[src/hw/rtl/scz_pkg.sv]
// Shared constants and types for the scope capture block.
`default_nettype none
package scz_pkg;
    localparam int RING_DEPTH  = 8192;
    localparam int SAMPLE_BITS = 16;
    localparam int PTR_W       = $clog2(RING_DEPTH);
    localparam int WEIGHT_W    = 16;

    localparam logic [1:0] CMD_WRITE = 2'd0;
    localparam logic [1:0] CMD_ARM   = 2'd1;
    localparam logic [1:0] CMD_READ  = 2'd2;

    localparam logic [1:0] REG_LATCH  = 2'd0;
    localparam logic [1:0] REG_WIDTH  = 2'd1;
    localparam logic [1:0] REG_HEIGHT = 2'd2;
    localparam logic [1:0] REG_BORDER = 2'd3;

    localparam logic [9:0] WIDTH_RST  = 10'd399;
    localparam logic [9:0] HEIGHT_RST = 10'd250;
    localparam logic [5:0] BORDER_RST = 6'd1;

    typedef enum logic [2:0] {
        S_IDLE,
        S_ARM_CHK,
        S_ARM_DIV,
        S_COL_MUL,
        S_COL_SUB,
        S_COL_SCL,
        S_COL_FIN
    } state_t;
endpackage
`default_nettype wire

[src/hw/rtl/scz_div.sv]
// Radix-2 restoring divider for the crossing weight, one quotient bit per cycle.
`default_nettype none
module scz_div (
    input  wire logic                          clk,
    input  wire logic                          rst_n,
    input  wire logic                          start,
    input  wire logic [scz_pkg::SAMPLE_BITS-1:0] num,
    input  wire logic [scz_pkg::SAMPLE_BITS-1:0] den,
    output logic                               done,
    output logic [scz_pkg::WEIGHT_W-1:0]       quot
);
    import scz_pkg::*;

    localparam int CNT_W = $clog2(WEIGHT_W + 1);

    logic                   run_reg, run_next;
    logic [CNT_W-1:0]       cnt_reg, cnt_next;
    logic [SAMPLE_BITS:0]   rem_reg, rem_next;
    logic [SAMPLE_BITS-1:0] den_reg;
    logic [WEIGHT_W-1:0]    q_reg, q_next;
    logic [SAMPLE_BITS:0]   shifted;
    logic                   ge;

    // remainder stays below den, so the shift never overflows
    assign shifted = {rem_reg[SAMPLE_BITS-1:0], 1'b0};
    assign ge      = shifted >= {1'b0, den_reg};

    always_comb
    begin
        run_next = run_reg;
        cnt_next = cnt_reg;
        rem_next = rem_reg;
        q_next   = q_reg;
        done     = 1'b0;
        if (start)
        begin
            run_next = 1'b1;
            cnt_next = '0;
            rem_next = {1'b0, num};
        end
        else if (run_reg)
        begin
            rem_next = ge ? shifted - {1'b0, den_reg} : shifted;
            q_next   = {q_reg[WEIGHT_W-2:0], ge};
            cnt_next = cnt_reg + 1'b1;
            if (cnt_reg == CNT_W'(WEIGHT_W - 1))
            begin
                run_next = 1'b0;
            end
        end
        done = run_reg && (cnt_reg == CNT_W'(WEIGHT_W - 1));
    end

    assign quot = {q_reg[WEIGHT_W-2:0], ge};

    always_ff @(posedge clk or negedge rst_n)
    begin
        if (!rst_n)
        begin
            run_reg <= 1'b0;
            cnt_reg <= '0;
        end
        else
        begin
            run_reg <= run_next;
            cnt_reg <= cnt_next;
        end
    end

    always_ff @(posedge clk)
    begin
        rem_reg <= rem_next;
        q_reg   <= q_next;
        if (start)
        begin
            den_reg <= den;
        end
    end
endmodule
`default_nettype wire

[config.mk]
export PLATFORM = sky130hd
export DESIGN_NAME = scz_div
export DESIGN_NICKNAME = d
export VERILOG_FILES = /design/src/hw/rtl/scz_pkg.sv /design/src/hw/rtl/scz_div.sv
export SDC_FILE = /design/constraint.sdc
export NUM_CORES = 1
export LEC_CHECK = 0
export ABC_AREA = 1
export BUFFER_PORTS_ARGS = -buffer_cell sky130_fd_sc_hd__buf_4
export CORE_MARGIN = 1
export CORE_UTILIZATION = 25
export DETAILED_ROUTE_END_ITERATION = 8
export GPL_TIMING_DRIVEN = 0
export PLACE_DENSITY = 0.53
export SYNTH_ARGS = -nofsm -noshare
export SYNTH_HDL_FRONTEND = slang
export SYNTH_SLANG_ARGS = --single-unit
[constraint.sdc]
create_clock -name clk -period 5.3 [get_ports clk]
set_input_delay 0 -clock clk [delete_from_list [all_inputs] [get_ports clk]]
set_output_delay 0 -clock clk [all_outputs]
set_load 0.005 [all_outputs]
==> flow_metrics.env, run 1 <==
export IMPL_antenna_left=0
export IMPL_antenna_found_initial=0
export IMPL_n_antenna_cell=0
export IMPL_drv_slew=0
export IMPL_hold_violations=0
export IMPL_worstMarginPinSlew_ns=0.871
export IMPL_grt_pass1_vias=2816
export IMPL_vias=2808
export IMPL_grt_busiest_layer="met2"
export IMPL_cts_resized=0
export IMPL_cellPowerDensity_nw_per_um2=437
export IMPL_synth_cells=399
export IMPL_place_area_um2=3900
export IMPL_fin_area_um2=4400
export IMPL_finalCritPeriodShare=0.435
export IMPL_first_pass_iters=5
export IMPL_die_area_um2=13700
export IMPL_clk_pin_slew_worst_paths_ns=0.07
export IMPL_swShare=0.400
export IMPL_area_growth_pct=33.2
export IMPL_cap_violations=0
export IMPL_mostFrequentLayoutCells="135 x nand2_1, 69 x inv_1, 53 x buf_4"
export IMPL_initial_core_util=0.259
export IMPL_coreArea_um2=12800
export IMPL_run_status="complete, no violations"
export IMPL_p_int_uw=1150
export IMPL_clock_sinks=53
export IMPL_nNetsFinal=544
export IMPL_ys_ff_latch=53
export IMPL_cts_buffer_depth=2
export IMPL_cts_buffers=5
export IMPL_dpl_hpwl_um=6120
export IMPL_max_freq_ghz=0.434
export IMPL_grt_max_degree=19
export IMPL_ios=52
export IMPL_cp_arrival_ns=2.31
export IMPL_grt_setup_unrepaired="no"
export IMPL_setup_viol_count_final=0
export IMPL_ir_worst_vdd_uv=143
export IMPL_routedWlPerCell_um=12.6
export IMPL_clock_skew_ns=0.00532
export IMPL_grt_total_usage=0.132
export IMPL_gr_usage_met2=0.223
export IMPL_drive_above_1_share=0.175
export IMPL_cp_start_kind="register"
export IMPL_synth_edff_count=47
export IMPL_grt_pass1_wl_um=13700
export IMPL_place_congestion=0.865
export IMPL_hold_path_class="in2async"
export IMPL_use_met3=0.0237
export IMPL_met1_usage=0.170
export IMPL_yosysUniqueCellTypes=32
export IMPL_die_h_um=117
export IMPL_ys_warn_count=0
export IMPL_htree_num_levels=2
export IMPL_syn_nets=453
export IMPL_syn_area_per_cell_um2=8.28
export IMPL_ys_flop_type="edfxtp_1"
export IMPL_clk_latency_ns=0.30
export IMPL_netSwitchingPower_uw=770
export IMPL_p_leak_uw=0.00214
export IMPL_cts_tree="done"
export IMPL_end_kind="output port"
export IMPL_combPwrFrac=0.492
export IMPL_via_per_inst=4.24
export IMPL_pwr_share_seq=0.308
export IMPL_syn_cell_area_um2=3300
export IMPL_holdBufCountCts=33
export IMPL_first_iter_violations=120
export IMPL_async_reset_ff_frac=0.113
export IMPL_p_total_uw=1920
export IMPL_power_frac_clock=0.199
export IMPL_post_cts_buffers=0
export IMPL_overflow=0
export IMPL_finalWirelength_um=8340
export IMPL_final_common_cell="nand2_1"
export IMPL_port_buffers=51
export IMPL_critPathMaxFanout=11
export IMPL_die_x_um=117
export IMPL_min_period_ns=2.31
export IMPL_ys_seq_area_frac=0.473
export IMPL_worstPathRequired_ns=5.30
export IMPL_cts_root_buffer="clkbuf_16"
export IMPL_relSlewSlack=0.419
export IMPL_path_class="reg2out"
export IMPL_drc=0
export IMPL_row_count=41
export IMPL_fin_tns_setup_ns=0
[per-stage QoR]
stage,setup WS [ns],utilization,instances,hold WS (ns)
2_1_floorplan,3.40,-,399,-0.296
3_3_place_gp,3.07,0.306,622,-0.190
3_5_place_dp,3.08,0.306,622,-0.189
4_1_cts,2.98,0.345,663,0.0361
5_1_grt,2.83,0.345,663,0.0494
6_report,2.99,0.345,663,0.0415
[cells in the mapped netlist (2+ instances only)]
library cell,instances,share of area
o21ai_0,3,0.0045
xnor2_1,5,0.013
xor2_1,2,0.0053
nand3b_1,11,0.025
nor2_1,14,0.016
o22ai_1,2,0.0038
buf_4,2,0.0045
a21oi_1,8,0.012
inv_1,69,0.078
nand4_1,7,0.013
nand2_2,6,0.011
nand3_1,36,0.055
nand2_4,2,0.0068
nor2_2,4,0.0076
nor3_1,2,0.0030
buf_2,3,0.0045
nand3_2,2,0.0061
dfrtp_1,6,0.045
edfxtp_1,47,0.43
ha_1,18,0.068
nand2_1,135,0.15
inv_2,3,0.0034
nor2_4,3,0.010
[per-layer routing]
metal | part of all wire | vias up
met5 | 0 | -
met1 | 0.47 | 1290
met4 | 0.011 | 0
li1 | - | 1451
met2 | 0.48 | 60
met3 | 0.036 | 7
[final timing paths]
check | startpoint | endpoint | slack, ns | depth (start not counted)
max | rem_reg[13] | quot[0] | 2.99 | 12
min | rst_n | cnt_reg[3] | 0.04 | 2
min reg2reg | q_reg[5] | q_reg[6] | 0.46 | 0
min in group clk | start | den_reg[14] | 0.10 | 1
max reg2reg | rem_reg[7] | rem_reg[5] | 3.03 | 12
max in group asynchronous | rst_n | run_reg | 5.14 | 2
[worst max-delay path, stage by stage, from the launching register on]
cell and delay [ns]:
edfxtp_1 0.39, ha_1 0.39, nand2_1 0.15, inv_2 0.05, nand2_2 0.08, inv_2 0.03
nand2_1 0.05, nand2_1 0.07, nor2_4 0.21, nand2_4 0.14, buf_6 0.17, buf_4 0.13
buf_4 0.12
[kinds of logic after synthesis]
kind of cell    synth area share
simple gates               0.313
compound gates            0.0254
buf+inv                   0.0965
fa+ha+maj                 0.0742
xor+xnor                  0.0186
flops                      0.473
[cell type report]
| class | count | area (um^2) |
|---|---|---|
| clock inverter | 2 | 38.8 |
| clock buffer | 6 | 129 |
| timing repair buffer | 84 | 713 |
| tap | 172 | 215 |
| buffer | 7 | 45.0 |
| sequential | 53 | 1560 |
| inverter | 73 | 274 |
| fill | 1332 | 8370 |
| multi-input combinational | 266 | 1430 |
[power by group through the flow]
| stage | combinational [uW] | sequential, uW | clock, uW |
|---|---|---|---|
| 6_report | 947 | 593 | 384 |
| 3_5_place_dp | 919 | 602 | 0 |
| 3_3_place_gp | 910 | 599 | 0 |
| 2_1_floorplan | 694 | 591 | 0 |
| 4_1_cts | 945 | 594 | 396 |
| 5_1_grt | 1080 | 604 | 414 |
Power figures use the tool's default switching activity.
==> run 2, diff against run 1 <==
ABC_AREA = 0   (was 1)
PLACE_DENSITY = 0.54   (was 0.53)
clock period = 2.05 ns   (was 5.3 ns; I/O delays follow)
==> flow_metrics.env, run 2 <==
export IMPL_htree_num_levels=2
export IMPL_finalWirelength_um=9060
export IMPL_failed_checks="negative setup slack"
export IMPL_area_growth_pct=51.3
export IMPL_fin_area_um2=4960
export IMPL_antenna_found_initial=0
export IMPL_fill_cells=1290
export IMPL_first_iter_violations=128
export IMPL_ys_warn_count=0
export IMPL_n_antenna_cell=0
export IMPL_netSwitchingPower_uw=2760
export IMPL_nNetsFinal=463
export IMPL_p_leak_uw=0.00200
export IMPL_die_h_um=117
export IMPL_initial_core_util=0.258
export IMPL_p_int_uw=4230
export IMPL_slowest_stage="edfxtp_1"
export IMPL_first_pass_iters=4
export IMPL_combPwrFrac=0.637
export IMPL_routedWlPerCell_um=15.6
export IMPL_mostFrequentLayoutCells="69 x buf_4, 47 x edfxtp_1, 21 x inv_1"
export IMPL_yosysUniqueCellTypes=53
export IMPL_relSlewSlack=0.508
export IMPL_path_delay_family="compound AO/OA/AOI/OAI gates"
export IMPL_die_x_um=117
export IMPL_cts_root_buffer="clkbuf_16"
export IMPL_path_class="reg2reg"
export IMPL_hold_violations=0
export IMPL_final_common_cell="buf_4"
export IMPL_antenna_left=0
export IMPL_syn_nets=357
export IMPL_ir_worst_vdd_uv=474
export IMPL_critPathMaxFanout=4
export IMPL_cp_start_kind="register"
export IMPL_grt_max_degree=18
export IMPL_dpl_hpwl_um=6000
export IMPL_die_area_um2=13600
export IMPL_drc=0
export IMPL_yosys_area_top_type="edfxtp_1"
export IMPL_vias=2750
export IMPL_row_count=41
export IMPL_worstPathRequired_ns=2.16
export IMPL_path_cells="ha_4 > a21o_1 > a211o_4 > a41oi_4 > buf_6 > bufbuf_16 > a22o_1 > a31oi_4 > o41ai_2"
export IMPL_swShare=0.394
export IMPL_clk_pin_slew_worst_paths_ns=0.07
export IMPL_port_buffers=51
export IMPL_cts_buffers=5
export IMPL_clk_latency_ns=0.30
export IMPL_via_per_inst=4.73
export IMPL_stdcell_count=582
export IMPL_cts_tree="done"
export IMPL_ys_ff_latch=53
export IMPL_max_freq_ghz=0.422
export IMPL_fin_tns_setup_ns=-3.98
export IMPL_ys_seq_area_frac=0.476
export IMPL_clock_sinks=53
export IMPL_min_period_ns=2.37
export IMPL_power_frac_clock=0.125
export IMPL_cellPowerDensity_nw_per_um2=1410
export IMPL_hold_path_class="in2reg"
export IMPL_syn_area_per_cell_um2=10.8
export IMPL_place_area_um2=3990
export IMPL_overflow=0
export IMPL_crit_path_max_incr_delay_ns=0.44
export IMPL_worstMarginPinSlew_ns=0.737
export IMPL_async_reset_ff_frac=0.113
export IMPL_dp_cells=526
export IMPL_synth_top_area_share=0.430
export IMPL_ys_flop_type="edfxtp_1"
export IMPL_place_congestion=0.803
export IMPL_clock_skew_ns=0.00465
export IMPL_synth_common_cells="47 x edfxtp_1, 22 x inv_1, 18 x ha_1, 17 x nor2_1, 16 x nand3_1"
export IMPL_synth_cells=303
export IMPL_grt_total_usage=0.133
export IMPL_drv_slew=0
export IMPL_pwr_share_seq=0.238
export IMPL_grt_setup_unrepaired="yes"
export IMPL_multiInputGateArea_um2=1920
export IMPL_finalCritPeriodShare=1.16
export IMPL_setup_slack_ns=-0.320
export IMPL_syn_cell_area_um2=3280
export IMPL_ios=52
export IMPL_cp_arrival_ns=2.48
export IMPL_final_seq_area_um2=1560
export IMPL_whs_ns=0.0260
export IMPL_synth_edff_count=47
export IMPL_drive_above_1_share=0.380
export IMPL_crit_buf_inv=2
export IMPL_cts_buffer_depth=2
export IMPL_cap_violations=0
export IMPL_grt_pass1_wl_um=13400
export IMPL_coreArea_um2=12700
export IMPL_yosysMostFrequentCell="edfxtp_1"
export IMPL_end_kind="register"
export IMPL_run_status="complete, but fails checks"
export IMPL_setup_viol_count_final=17
export IMPL_synth_area_leaders="edfxtp_1 43%, ha_1 6.9%, dfrtp_1 4.6%"
export IMPL_grt_pass1_vias=2624
[run 2: worst paths after layout]
check,from,end,slack [ns],depth (start not counted)
setup / recovery,rem_reg[13],rem_reg[10],-0.32,9
hold / removal,num[5],rem_reg[5],0.03,3
setup reg to reg,rem_reg[13],rem_reg[10],-0.32,9
hold reg to reg,q_reg[11],q_reg[12],0.46,0
max in group asynchronous,rst_n,cnt_reg[0],1.90,2
min in group asynchronous,rst_n,cnt_reg[3],0.04,2
[run 2: through the flow]
step | utilization | total power [uW] | worst slack, ns
6_report | 0.390 | 6990 | -0.320
5_1_grt | 0.390 | 7390 | -0.410
4_1_cts | 0.373 | 6580 | -0.315
3_5_place_dp | 0.314 | 4620 | -0.482
3_3_place_gp | 0.314 | 4610 | -0.445
2_1_floorplan | - | 3870 | -0.127
[run 2: cell type report]
class | count | share of cell area
flip-flops and latches | 53 | 0.315
plain buffers | 12 | 0.0222
multi-input cells | 213 | 0.387
well taps | 172 | 0.0434
clock inverters | 3 | 0.00429
inverters | 22 | 0.0166
clock buffers | 5 | 0.0252
repair buffers | 102 | 0.187
[run 2: timing repair]
action / CTS / global route
endpoints found under the hold margin: 24 / 0
setup buffers: 25 / 5
setup endpoints to repair: 33 / 49
gates cloned: 2 / 1
pin swaps: 19 / 16
hold buffers: 19 / 0
gates resized for setup: 46 / 34
[run 2: power by group through the flow]
stage          registers [uW]  logic [uW]  clock network [uW]
2_1_floorplan            1620        2260                   0
3_3_place_gp             1680        2930                   0
3_5_place_dp             1680        2940                   0
4_1_cts                  1660        4010                 907
5_1_grt                  1690        4770                 936
6_report                 1660        4450                 876
[run 2: kinds of logic (layout without fill, tap and decap cells)]
logic type,after synthesis,in the layout,share of synthesized area
AOI/OAI and AO/OA,90,90,0.217
xor gates and xnor gates,12,12,0.0320
adders and majority gates,19,19,0.0748
buffers and inverters,37,144,0.0511
DFF,53,53,0.476
muxes,1,1,0.00305
and+or+nand+nor,91,91,0.146
[run 2: worst register-to-register path: cells and delay by family, from the launching register on]
kind	cells	cell delay [ns]
buf+inv	2	0.41
compound gates	6	1.10
fa+ha+maj	1	0.24
flops	1	0.44
[run 2: layer usage]
| layer | vias to the layer above | track usage | share of wire |
|---|---|---|---|
| li1 | 1355 | - | - |
| met1 | 1318 | 0.180 | 0.48 |
| met2 | 68 | 0.212 | 0.46 |
| met3 | 9 | 0.0270 | 0.047 |
| met4 | 0 | 0.0430 | 0.014 |
| met5 | - | 0 | 0 |
==> run 3, diff against run 2 <==
GPL_TIMING_DRIVEN = unset   (was 0)
SKIP_LAST_GASP = 1   (was unset)
==> flow_metrics.env, run 3 (same netlist as run 2, synthesis figures left out) <==
export IMPL_die_h_um=117
export IMPL_cellPowerDensity_nw_per_um2=1370
export IMPL_nNetsFinal=490
export IMPL_clk_latency_ns=0.31
export IMPL_crit_path_max_incr_delay_ns=0.45
export IMPL_finalCritPeriodShare=1.13
export IMPL_cts_buffer_depth=2
export IMPL_grt_max_degree=41
export IMPL_row_count=41
export IMPL_cpMostUsedCell="ha_4"
export IMPL_fin_tns_setup_ns=-3.23
export IMPL_final_common_cell="buf_4"
export IMPL_overflow=0
export IMPL_cts_tree="done"
export IMPL_port_buffers=51
export IMPL_failed_checks="negative setup slack"
export IMPL_final_seq_area_um2=1560
export IMPL_finalWirelength_um=9390
export IMPL_relSlewSlack=0.635
export IMPL_via_per_inst=4.73
export IMPL_place_area_um2=4340
export IMPL_critPathMaxFanout=7
export IMPL_antenna_left=0
export IMPL_r2r_cells=9
export IMPL_slowest_stage="edfxtp_1"
export IMPL_cap_violations=0
export IMPL_worstMarginPinSlew_ns=0.545
export IMPL_cts_buffers=5
export IMPL_first_pass_iters=4
export IMPL_grt_setup_unrepaired="yes"
export IMPL_fin_area_um2=5200
export IMPL_grt_pass1_wl_um=14400
export IMPL_clk_pin_slew_worst_paths_ns=0.07
export IMPL_first_iter_violations=128
export IMPL_hold_path_class="in2async"
export IMPL_drive_above_1_share=0.467
export IMPL_cp_start_kind="register"
export IMPL_end_kind="register"
export IMPL_p_total_uw=7110
export IMPL_antenna_found_initial=0
export IMPL_routedWlPerCell_um=15.4
export IMPL_setup_viol_count_final=17
export IMPL_pre_cts_ws_ns=-0.280
export IMPL_ios=52
export IMPL_run_status="complete, but fails checks"
export IMPL_htree_num_levels=2
export IMPL_p_leak_uw=0.00214
export IMPL_stdcell_count=609
export IMPL_hold_violations=0
export IMPL_min_period_ns=2.32
export IMPL_rr_startpoint="rem_reg[0]"
export IMPL_mostFrequentLayoutCells="111 x buf_4, 47 x edfxtp_1, 21 x inv_1"
export IMPL_fill_cells=1277
export IMPL_grt_pass1_vias=2782
export IMPL_grt_total_usage=0.142
export IMPL_n_antenna_cell=0
export IMPL_dp_cells=566
export IMPL_multiInputGateArea_um2=2010
export IMPL_clock_skew_ns=0.00962
export IMPL_vias=2881
export IMPL_path_cells="ha_4 > ha_4 > nand4_1 > nor4_4 > nor2_4 > and2_4 > buf_12 > a31oi_4 > o41ai_2"
export IMPL_clock_sinks=53
export IMPL_max_freq_ghz=0.431
export IMPL_ir_worst_vdd_uv=451
export IMPL_die_area_um2=13600
export IMPL_setup_slack_ns=-0.268
export IMPL_dpl_hpwl_um=6650
export IMPL_area_growth_pct=58.5
export IMPL_drv_slew=0
export IMPL_path_class="reg2reg"
export IMPL_crit_start="rem_reg[0]"
export IMPL_initial_core_util=0.258
export IMPL_coreArea_um2=12700
export IMPL_cp_arrival_ns=2.36
export IMPL_place_congestion=0.843
export IMPL_drc=0
export IMPL_die_x_um=117
export IMPL_cts_root_buffer="clkbuf_16"
export IMPL_worstPathRequired_ns=2.09
-- run 3: per-stage QoR --
stage	utilization	hold WS [ns]
6_report	0.409	0.0262
3_5_place_dp	0.341	-0.185
5_1_grt	0.409	0.0176
3_3_place_gp	0.341	-0.189
4_1_cts	0.387	0.00478
2_1_floorplan	-	-0.296
-- run 3: critical path: cells and delay by family, from the launching register on --
| kind | cells | cell delay, ns |
|---|---|---|
| flip-flops | 1 | 0.45 |
| buffers and inverters | 1 | 0.16 |
| adder cells (fa/ha/maj) | 2 | 0.43 |
| AND/OR/NAND/NOR | 4 | 0.79 |
| AO/OA/AOI/OAI | 2 | 0.22 |
-- run 3: timing repair --
action,CTS,global route
gates cloned,1,0
pin swaps,17,41
resized for setup,33,40
setup endpoints to repair,18,18
hold buffers,18,0
hold endpoints to repair,23,0
setup buffers,11,6
-- run 3: area by class of cell --
cell class	instances	area share
Sequential cell	53	0.300
Clock inverter	3	0.00505
Multi-Input combinational cell	213	0.386
Tap cell	172	0.0414
Inverter	22	0.0159
Timing Repair Buffer	141	0.227
Clock buffer	5	0.0241
-- run 3: worst paths after layout --
path / slack, ns / end
setup / recovery: -0.27 / rem_reg[9]
hold / removal: 0.03 / cnt_reg[2]
setup reg to reg: -0.27 / rem_reg[9]
hold reg to reg: 0.45 / q_reg[12]
max in group asynchronous: 1.90 / cnt_reg[0]
min in group clk: 0.03 / rem_reg[7]
-- run 3: power breakdown --
group          internal (uW)  total [uW]  switching (uW)
Combinational           2310        4530            2220
Clock                    468         912             444
Sequential              1490        1670             184
-- run 3: routing by layer --
metal,GRT usage,wire [um]
met1,0.184,4100
met2,0.235,4630
met3,0.0379,569
met4,0.0329,92
met5,0,0
